===== src/lpfc_pkg.sv =====
// types and constants of the length prefixed frame checker
package lpfc_pkg;

  localparam logic [7:0]  CHR_TAIL   = 8'h24;
  localparam logic [7:0]  CHR_E      = 8'h45;
  localparam logic [7:0]  CHR_P      = 8'h50;
  localparam logic [7:0]  CHR_N      = 8'h4E;
  localparam logic [7:0]  CHR_H      = 8'h48;
  localparam logic [7:0]  CHR_PLUS   = 8'h2B;
  localparam logic [7:0]  CHR_MINUS  = 8'h2D;
  localparam logic [7:0]  CHR_ZERO   = 8'h30;
  localparam logic [7:0]  CHR_NINE   = 8'h39;
  localparam logic [7:0]  CHR_SPACE  = 8'h20;
  localparam logic [7:0]  CHR_TAB    = 8'h09;
  localparam logic [7:0]  CHR_CR     = 8'h0D;

  localparam logic [31:0] POS_MAX    = 32'hFFFF_FFFF;
  localparam logic [31:0] HDR_LEN_M0 = 32'd6;
  localparam logic [31:0] HDR_LEN_M1 = 32'd8;
  localparam logic [31:0] MIN_LEN_M0 = 32'd7;
  localparam logic [31:0] MIN_LEN_M1 = 32'd9;

  localparam int QUEUE_DEPTH = 4;
  localparam int QUEUE_AW    = 2;

  typedef enum logic [2:0] {
    VRD_OK           = 3'd0,
    VRD_SHORT        = 3'd1,
    VRD_BAD_HDR      = 3'd2,
    VRD_LEN_MISMATCH = 3'd3,
    VRD_BAD_TAIL     = 3'd4
  } verdict_t;

  typedef enum logic [1:0] {
    PH_START  = 2'd0,
    PH_SIGN   = 2'd1,
    PH_DIGITS = 2'd2,
    PH_DONE   = 2'd3
  } digit_phase_t;

  typedef enum logic {
    KIND_PAYLOAD = 1'b0,
    KIND_VERDICT = 1'b1
  } item_kind_t;

  typedef struct packed {
    logic [7:0] data_byte;
    logic       last_byte;
  } in_beat_t;

  typedef struct packed {
    item_kind_t item_kind;
    logic [7:0] payload_byte;
    verdict_t   verdict;
    logic       frame_end;
  } out_beat_t;

  // one accepted input byte as the back end sees it
  typedef struct packed {
    logic       pay_vld;
    logic [7:0] pay_byte;
    logic       vrd_vld;
    verdict_t   verdict;
  } step_rec_t;

  // head of the queue towards the back end
  typedef struct packed {
    logic      vld;
    step_rec_t rec;
  } queue_head_t;

endpackage


===== src/lpfc_front.sv =====
// front end: header check, length field reading, position count, verdict
module lpfc_front import lpfc_pkg::*; (
  input  logic      clk,
  input  logic      rst_n,
  input  logic      frame_mode,
  input  logic      acc,
  input  in_beat_t  beat,
  output logic      push,
  output step_rec_t rec
);

  logic [31:0]  pos_r, pos_nxt;
  logic         hdr_good_r, hdr_good_nxt;
  logic [31:0]  decl_len_r, decl_len_nxt;
  digit_phase_t phase_r, phase_nxt;
  logic         neg_r, neg_nxt;
  logic [7:0]   held_byte_r, held_byte_nxt;
  logic         held_vld_r, held_vld_nxt;

  logic [7:0]   c;
  logic [31:0]  hdr_len;
  logic [31:0]  min_len;
  logic [31:0]  size;
  logic [31:0]  digit;
  logic [31:0]  mul10;
  logic [1:0]   lane;
  logic         is_dig;
  logic         is_blank;
  verdict_t     vrd;

  assign c        = beat.data_byte;
  assign hdr_len  = frame_mode ? HDR_LEN_M1 : HDR_LEN_M0;
  assign min_len  = frame_mode ? MIN_LEN_M1 : MIN_LEN_M0;
  assign is_dig   = (c >= CHR_ZERO) && (c <= CHR_NINE);
  assign is_blank = (c == CHR_SPACE) || ((c >= CHR_TAB) && (c <= CHR_CR));
  assign digit    = {24'b0, c - CHR_ZERO};
  assign mul10    = {decl_len_r[28:0], 3'b0} + {decl_len_r[30:0], 1'b0} + digit;
  assign lane     = pos_r[1:0] - 2'd2;
  assign size     = (pos_r == POS_MAX) ? POS_MAX : pos_r + 32'd1;

  // header and length field
  always_comb begin
    hdr_good_nxt = hdr_good_r;
    decl_len_nxt = decl_len_r;
    phase_nxt    = phase_r;
    neg_nxt      = neg_r;
    if (pos_r == 32'd0) begin
      if (c != (frame_mode ? CHR_N : CHR_E)) begin
        hdr_good_nxt = 1'b0;
      end
    end else if (pos_r == 32'd1) begin
      if (c != (frame_mode ? CHR_H : CHR_P)) begin
        hdr_good_nxt = 1'b0;
      end
    end else if (pos_r < hdr_len) begin
      if (frame_mode) begin
        case (phase_r)
          PH_START: begin
            if (is_blank) begin
              phase_nxt = PH_START;
            end else if (c == CHR_PLUS) begin
              phase_nxt = PH_SIGN;
            end else if (c == CHR_MINUS) begin
              neg_nxt   = 1'b1;
              phase_nxt = PH_SIGN;
            end else if (is_dig) begin
              decl_len_nxt = digit;
              phase_nxt    = PH_DIGITS;
            end else begin
              phase_nxt = PH_DONE;
            end
          end
          PH_SIGN: begin
            if (is_dig) begin
              decl_len_nxt = digit;
              phase_nxt    = PH_DIGITS;
            end else begin
              phase_nxt = PH_DONE;
            end
          end
          PH_DIGITS: begin
            if (is_dig) begin
              decl_len_nxt = mul10;
            end else begin
              phase_nxt = PH_DONE;
            end
          end
          default: begin
            phase_nxt = PH_DONE;
          end
        endcase
      end else begin
        case (lane)
          2'd0:    decl_len_nxt[7:0]   = decl_len_r[7:0]   | c;
          2'd1:    decl_len_nxt[15:8]  = decl_len_r[15:8]  | c;
          2'd2:    decl_len_nxt[23:16] = decl_len_r[23:16] | c;
          default: decl_len_nxt[31:24] = decl_len_r[31:24] | c;
        endcase
      end
    end
  end

  // verdict, first failing check wins
  always_comb begin
    if (size < min_len) begin
      vrd = VRD_SHORT;
    end else if (!hdr_good_nxt) begin
      vrd = VRD_BAD_HDR;
    end else if ((frame_mode && neg_nxt && (decl_len_nxt != '0)) ||
                 (decl_len_nxt != size)) begin
      vrd = VRD_LEN_MISMATCH;
    end else if (c != CHR_TAIL) begin
      vrd = VRD_BAD_TAIL;
    end else begin
      vrd = VRD_OK;
    end
  end

  // record towards the back end
  assign rec.pay_vld  = held_vld_r;
  assign rec.pay_byte = held_byte_r;
  assign rec.vrd_vld  = beat.last_byte;
  assign rec.verdict  = vrd;
  assign push         = acc && (held_vld_r || beat.last_byte);

  // held byte and position
  always_comb begin
    held_vld_nxt  = 1'b0;
    held_byte_nxt = held_byte_r;
    pos_nxt       = (pos_r == POS_MAX) ? POS_MAX : pos_r + 32'd1;
    if (pos_r >= hdr_len) begin
      held_vld_nxt  = 1'b1;
      held_byte_nxt = c;
    end
  end

  // frame state
  always_ff @(posedge clk) begin
    if (!rst_n) begin
      pos_r      <= '0;
      hdr_good_r <= 1'b1;
      decl_len_r <= '0;
      phase_r    <= PH_START;
      neg_r      <= 1'b0;
      held_vld_r <= 1'b0;
    end else if (acc) begin
      if (beat.last_byte) begin
        pos_r      <= '0;
        hdr_good_r <= 1'b1;
        decl_len_r <= '0;
        phase_r    <= PH_START;
        neg_r      <= 1'b0;
        held_vld_r <= 1'b0;
      end else begin
        pos_r      <= pos_nxt;
        hdr_good_r <= hdr_good_nxt;
        decl_len_r <= decl_len_nxt;
        phase_r    <= phase_nxt;
        neg_r      <= neg_nxt;
        held_vld_r <= held_vld_nxt;
      end
    end
  end

  // held payload byte
  always_ff @(posedge clk) begin
    if (acc) begin
      held_byte_r <= held_byte_nxt;
    end
  end

endmodule


===== config.mk =====
export PLATFORM = sky130hd
export DESIGN_NAME = lpfc_front
export DESIGN_NICKNAME = d
export VERILOG_FILES = /design/src/lpfc_pkg.sv /design/src/lpfc_front.sv
export SDC_FILE = /design/constraint.sdc
export NUM_CORES = 1
export LEC_CHECK = 0
export CAP_MARGIN = 25
export CORE_UTILIZATION = 30
export CTS_CLUSTER_DIAMETER = 30
export DETAILED_ROUTE_END_ITERATION = 8
export DONT_BUFFER_PORTS = 1
export PLACE_DENSITY = 0.44
export SYNTH_ARGS = -nofsm -noshare
export SYNTH_HDL_FRONTEND = slang
export SYNTH_SLANG_ARGS = --single-unit

===== constraint.sdc =====
create_clock -name clk -period 14.4 [get_ports clk]
set_clock_uncertainty 0.05 [all_clocks]
set_input_delay 4.32 -clock clk [delete_from_list [all_inputs] [get_ports clk]]
set_output_delay 4.32 -clock clk [all_outputs]
set_load 0.005 [all_outputs]

==> results of run 1 <==
sequential cells by signal, summed over array words and instances (netlist names):
register / cells
hdr_good_r: 1
decl_len_r: 32
neg_r: 1
phase_r: 2
held_byte_r: 8
pos_r: 32
held_vld_r: 1
how the worst max path moves through the flow:
stage | endpoint | startpoint | slack, ps | cells after the start
after CTS | rec[2] | beat[5] | 890 | 18
after global placement | rec[2] | beat[5] | 1010 | 18
after global routing | rec[2] | beat[5] | 630 | 18
after floorplan | rec[2] | beat[6] | 1330 | 19
after detailed placement | rec[2] | beat[5] | 850 | 18
final | rec[2] | beat[5] | 930 | 18
metal layers:
layer	GRT usage	up-vias	share of wire
met4	0.0830	2	0.030
met3	0.0296	68	0.070
met2	0.383	441	0.44
li1	-	4470	-
met1	0.349	4547	0.46
met5	0	-	0.00029
metrics by stage:
step | setup WS [ps] | instances | area [um2] | hold WS (ps)
2_1_floorplan | 1330 | 1238 | 8980 | 402
5_1_grt | 635 | 1568 | 9490 | 447
4_1_cts | 886 | 1568 | 9490 | 444
3_3_place_gp | 1010 | 1553 | 9210 | 422
6_report | 928 | 1568 | 9490 | 455
3_5_place_dp | 854 | 1553 | 9210 | 426
worst min-delay path, stage by stage, from the launching register on:
cell and delay [ps]:
dfxtp_1 340, o22ai_1 80, nand2_1 60
logic make-up (layout without fill, tap and decap cells):
logic type | after synthesis | after routing | synth area share
AOI/OAI and AO/OA | 387 | 387 | 0.281
xor gates and xnor gates | 56 | 56 | 0.0562
adders and majority gates | 74 | 74 | 0.108
buffers and inverters | 128 | 74 | 0.0587
DFF | 77 | 77 | 0.181
muxes | 9 | 9 | 0.0103
and+or+nand+nor | 507 | 507 | 0.305
power by group through the flow:
stage / Clock (uW) / Combinational (uW) / Sequential, uW
3_5_place_dp: 0 / 77.2 / 226
4_1_cts: 248 / 77.5 / 221
3_3_place_gp: 0 / 77.6 / 226
2_1_floorplan: 0 / 62.5 / 224
6_report: 241 / 78.7 / 221
5_1_grt: 254 / 85.2 / 221
area by class of cell:
class                      instances  area [um2]  share of cell area
tap                              384         480              0.0506
sequential                        77        1620               0.171
multi-input combinational       1033        6830               0.719
clock buffer                      10         250              0.0264
clock inverter                     5        32.5             0.00343
timing repair buffer              15         113              0.0119
inverter                          44         165              0.0174
placed cells by master, fill, tap and decap left out, drive strengths merged, types with 7 or more instances in the layout:
cell type / instances
o211ai: 10
clkbuf: 10
o31ai: 8
ha: 68
a22oi: 24
nand2: 119
edfxtp: 8
buf: 15
a21o: 12
a211oi: 17
inv: 46
and2: 40
o21a: 9
or3: 8
xor2: 20
o21ai: 66
dfxtp: 69
and3: 14
nor2: 101
nor4: 18
nand4: 34
nor3: 29
mux2i: 7
and4: 16
a21oi: 121
nand3: 39
o22ai: 24
a31oi: 19
nand2b: 10
xnor2: 35
nor4b: 8
nor2b: 42
==> summary.txt, run 1 <==
Outcome
  • Status: finished, final reports clean

Synth
  • Post-synth top cells: a21oi_1, nand2_1, nor2_1, dfxtp_1, ha_1
  • EDFF count, synth: 8
  • Number of synthesized register bits: between 70 and 80
  • Most used DFF post-synth: dfxtp_1
  • Synth Instances: roughly 1200
  • Syn nets: between 1000 and 1500
  • Count leader, synth: a21oi_1
  • Synth Cell Area: about 9000 um2
  • Synth top area cells: dfxtp_1, ha_1, a21oi_1, nand2_1, nor2_1
  • Leading area contributor after synthesis: dfxtp_1
  • Synth unique cells: just under 90
  • Register area share after synthesis: 0.181
  • Ys Warns: 0
  • Share of the synthesized area in the top cell type: 0.154
  • Synth async-reset ratio: 0
  • Avg Inst Size Synth: between 7 and 8 um2

Timing
  • Crit path time final: 13470 ps
  • Worst-Margin Slew: approximately 1100 ps
  • Fin crit share: 0.936
  • RSZ-0062 raised after global routing: false
  • Max Slew Vio Count: 0
  • Setup tns final: 0 ps
  • Relative slew slack: 0.277
  • Setup Viol. Count Final: 0
  • Hold Vio Cnt, Final: 0
  • Achievable Freq: 74.2 MHz

Setup path
  • Type of the worst setup path: in -> out
  • Worst path cell trace: inv_1 -> ha_1 -> inv_1 -> fa_1 -> inv_1 -> ha_1 -> and2_1 -> a221o_1 -> o21ai_2 -> o21a_2 -> nor2_1 -> o41ai_1 -> o21ai_0 -> or4_1 -> or4_1 -> o21ai_1 -> nand4_1 -> nor4b_2
  • R2r endpoint: decl_len_r[31]
  • Crit path capture type: output pin
  • Worst-path fanout max: 7
  • Startpoint types: input port
  • R2r worst-path depth: 13
  • Critical Path RT: 10030 ps
  • Delay-heaviest family, CP: simple AND/OR/NAND/NOR gates
  • Worst path max stage delay: 540 ps
  • Worst path most repeated cell: inv_1
  • CP Buf/Inv Count: 3
  • Reg2Reg Setup Slack: 10100 ps
  • Worst path arrival time: between 9000 and 10000 ps
  • FF-to-FF Start: pos_r[1]
  • Slowest cell on crit path: or4_1

Clock network
  • Clock Latency Late Sink: ~360 ps
  • CTS tree: done
  • Clock buffer depth: 2
  • Hold-fix buffers at CTS: 0
  • Depth of the CTS H-tree: 3
  • Post-CTS setup buffers: 0
  • CTS Root Cell: clkbuf_16
  • TritonCTS Buffers: 9
  • CTS sink count: 77
  • Worst-path clk slew: around 70 ps
  • PostCTS Resize Cnt: 0

Finish
  • Ant. Diodes: 0
  • Area grow syn2layout: 5.73%
  • Post-layout util: 0.326
  • Nets: between 1000 and 1500
  • Share of layout cells above drive strength 1: 0.0557
  • Fillers: about 3100

Job
  • Max_cap viols: 0

Power and ir drop
  • Lkg Pwr: 0.00354 uW
  • Sequential power share: 0.408
  • Peak supply drop: between 0.00005 and 0.00006 V
  • Switching share of power: 0.311
  • PwrDens: approximately 57 nW/um2
  • Internal Pwr Total: between 300 and 400 uW
  • Clock power share: 0.446
  • Gate power share: 0.146
  • Psw: ~170 uW
  • Overall power: between 500 and 600 uW

Floorplanning
  • Starting Density: 0.309
  • Core area: 29100 um2
  • Die W: between 150 and 200 um
  • I/O pins: 27
  • Die ar.: 30600 um2
  • Die height: 175 um
  • # rows: 62

Detailed routing
  • Initial DRC count: 1122
  • Wire per inst: ~24 um
  • DRC viols: 0
  • Router iterations before antenna repair: 5
  • Final ANT Viol Nets: 0
  • Drt via density: 6.08
  • DR vias: ~9500
  • Final wirelength: approximately 38000 um

Global routing
  • Vias in the first global route: 8910
  • First-pass GRT wire length: between 50000 and 60000 um
  • GR Overflow Total: 0
  • Overall Global Routing Usage: 0.246
  • Largest net degree at the start of global routing: 70
  • Initial antenna violation count: 1

Placed design
  • IO buf count: 0
  • Gpl congestion: 0.913
  • Post-DP HPWL: 27900 um

Hold path
  • Hold EP: hdr_good_r
  • Worst Hold Depth: 2
  • Hold path start: hdr_good_r
  • Hold WC Path Type: reg -> reg
Power figures use the tool's default switching activity.
==> run 2: changes to the inputs <==
--- a/config.mk
+++ b/config.mk
@@ -6,11 +6,13 @@
 export NUM_CORES = 1
 export LEC_CHECK = 0
 export CAP_MARGIN = 25
+export CORE_ASPECT_RATIO = 0.8
 export CORE_UTILIZATION = 30
 export CTS_CLUSTER_DIAMETER = 30
 export DETAILED_ROUTE_END_ITERATION = 8
 export DONT_BUFFER_PORTS = 1
 export PLACE_DENSITY = 0.44
+export SLEW_MARGIN = 20
 export SYNTH_ARGS = -nofsm -noshare
 export SYNTH_HDL_FRONTEND = slang
 export SYNTH_SLANG_ARGS = --single-unit
==> summary.txt, run 2 (same netlist as run 1, synthesis figures left out) <==
Detailed routing
  • Drt via density: 6.11 (+0.54%)
  • DRC viols: 0 (unchanged)
  • Router iterations before antenna repair: 6 (+1)
  • Wire per inst: 23.9 um (about the same)
  • Initial DRC count: 1120 (-0.18%)
  • Final ANT Viol Nets: 0 (unchanged)
  • DR vias: 9531 (+0.031%)
  • Final wirelength: 37400 um (-0.50%)

Setup path
  • Slowest cell on crit path: or4_1
  • Worst-path fanout max: 7 (unchanged)
  • Worst path most repeated cell: inv_1
  • Worst path max stage delay: 520 ps (-20 ps)
  • R2r endpoint: decl_len_r[31]
  • FF-to-FF Start: pos_r[0]
  • Crit path capture type: output pin
  • Worst path cell trace: inv_1 -> ha_1 -> inv_1 -> fa_1 -> inv_1 -> ha_1 -> and2_1 -> a221o_1 -> o21ai_2 -> o21a_2 -> nor2_1 -> o41ai_1 -> o21ai_0 -> or4_1 -> or4_1 -> o21ai_1 -> nand4_1 -> nor4b_2
  • Worst path arrival time: 9160 ps (+60 ps)
  • Reg2Reg Setup Slack: 10190 ps (+90 ps)
  • Type of the worst setup path: in -> out
  • Startpoint types: input port
  • R2r worst-path depth: 13 (unchanged)
  • CP Launch Point: beat[5]
  • Critical Path RT: 10030 ps (about the same)

Floorplanning
  • Core area: 29400 um2 (+0.92%)
  • I/O pins: 27 (unchanged)
  • Starting Density: 0.306 (-0.00281)
  • # rows: 56 (-9.7%)
  • Die ar.: 30600 um2 (about the same)
  • Die W: 195 um (+12%)
  • Die height: 157 um (-10%)

Clock network
  • Hold-fix buffers at CTS: 0 (unchanged)
  • CTS Root Cell: clkbuf_16
  • Depth of the CTS H-tree: 3 (unchanged)
  • TritonCTS Buffers: 9 (unchanged)
  • CTS sink count: 77 (unchanged)
  • Clock Latency Late Sink: 360 ps (about the same)
  • PostCTS Resize Cnt: 0 (unchanged)
  • Post-CTS setup buffers: 0 (unchanged)
  • Clock buffer depth: 2 (unchanged)
  • CTS tree: done
  • Worst-path clk slew: 60 ps (about the same)

Global routing
  • First-pass GRT wire length: 56100 um (-2.2%)
  • Overall Global Routing Usage: 0.243 (-0.00340)
  • Initial antenna violation count: 0 (-1)
  • Vias in the first global route: 8561 (-3.9%)
  • GR Overflow Total: 0 (unchanged)
  • Largest net degree at the start of global routing: 70 (unchanged)

Job
  • Max_cap viols: 0 (unchanged)

Timing
  • Setup tns final: 0 ps (unchanged)
  • Max Slew Vio Count: 0 (unchanged)
  • Setup Viol. Count Final: 0 (unchanged)
  • Relative slew slack: 0.253 (-0.0238)
  • Achievable Freq: 73.9 MHz (-0.42%)
  • Fin crit share: 0.940 (+0.00398)
  • RSZ-0062 raised after global routing: false
  • Worst-Margin Slew: 1120 ps (+35.6 ps)
  • Crit path time final: 13530 ps (+57.4 ps)
  • Hold Vio Cnt, Final: 0 (unchanged)

Placed design
  • Gpl congestion: 0.922 (+0.92%)
  • IO buf count: 0 (unchanged)
  • Placed insts: 1544 (-0.58%)
  • Post-DP HPWL: 27900 um (-0.18%)
  • Dpl cell area: 9180 um2 (-0.26%)

Finish
  • Post-route cell area: 9530 um2 (+0.40%)
  • Ant. Diodes: 0 (unchanged)
  • Area grow syn2layout: 6.15%
  • Most frequent cells in the layout: a21oi_1, nand2_1, nor2_1
  • Nets: 1265 (-0.16%)
  • Area of the multi-input gates: 6830 um2 (unchanged)
  • Share of layout cells above drive strength 1: 0.0541 (-0.00164)
  • Finished Layout Cells: 1560 (-0.51%)
  • Fillers: 3166 (+0.67%)
  • Seq. cell area: 1620 um2 (unchanged)
  • Top Registers: decl_len_r x32, pos_r x32, held_byte_r x8
  • Most common cell after layout, fill and taps aside: a21oi_1
  • Post-layout util: 0.325 (-0.00170)

Power and ir drop
  • Peak supply drop: 0.0000432 V (-24%)
  • Gate power share: 0.138 (-0.008)
  • Sequential power share: 0.383 (-0.025)
  • Psw: 162 uW (-3.6%)
  • Internal Pwr Total: 414 uW (+11%)
  • Clock power share: 0.479 (+0.033)
  • PwrDens: 60.4 nW/um2 (+6.1%)
  • Overall power: 576 uW (+6.5%)
  • Switching share of power: 0.282 (-0.0295)
  • Lkg Pwr: 0.00355 uW (+0.45%)

Hold path
  • Hold EP: hdr_good_r
  • Hold WC Path Type: reg -> reg
  • Hold path start: hdr_good_r
  • Worst Hold Depth: 2 (unchanged)

Outcome
  • Status: finished, final reports clean
run 2: changes by cell type in the layout (fill, tap and decap cells not counted):
| cell | before | now |
|---|---|---|
| clkbuf_1 | 0 | 1 |
| clkbuf_8 | 0 | 1 |
| buf_4 | 15 | 13 |
| bufinv_16 | 0 | 2 |
| clkinv_2 | 2 | 0 |
| inv_4 | 1 | 0 |
run 2: how the worst max path moves through the flow:
stage	to	slack, ps	depth (start not counted)
6_report	rec[2]	870	18
5_1_grt	rec[2]	700	18
4_1_cts	rec[2]	950	18
3_5_place_dp	rec[2]	1000	18
3_3_place_gp	rec[2]	1020	18
2_1_floorplan	rec[2]	1330	19
run 2: critical path, delay by kind of cell:
kind                       cells  cell delay, ps
adders and majority gates      3            1120
buffers and inverters          3             190
AOI/OAI and AO/OA              6            1720
and+or+nand+nor                6            1780
run 2: per-layer routing:
layer  share of wire  global-route usage
met5               0                   0
met4           0.017              0.0574
met3           0.086              0.0463
met2            0.40               0.345
met1            0.49               0.367
run 2: layout make-up:
cell class | instances | area share
tap | 377 | 0.0495
sequential | 77 | 0.170
clock inverter | 4 | 0.00801
timing repair buffer | 13 | 0.0102
multi-input combinational | 1033 | 0.717
inverter | 44 | 0.0173
clock buffer | 12 | 0.0281
run 2: through the flow:
step	worst slack [ps]	hold WS (ps)
6_report	870	440
5_1_grt	702	465
4_1_cts	950	441
3_5_place_dp	997	425
3_3_place_gp	1020	420
2_1_floorplan	1330	402
run 2: power by group through the flow:
stage,clock [uW],combinational [uW],sequential [uW]
after floorplan,0,62.5,224
after global placement,0,77.3,226
after detailed placement,0,76.4,226
after CTS,283,76.8,221
after global routing,289,84.7,221
final,276,79.1,221
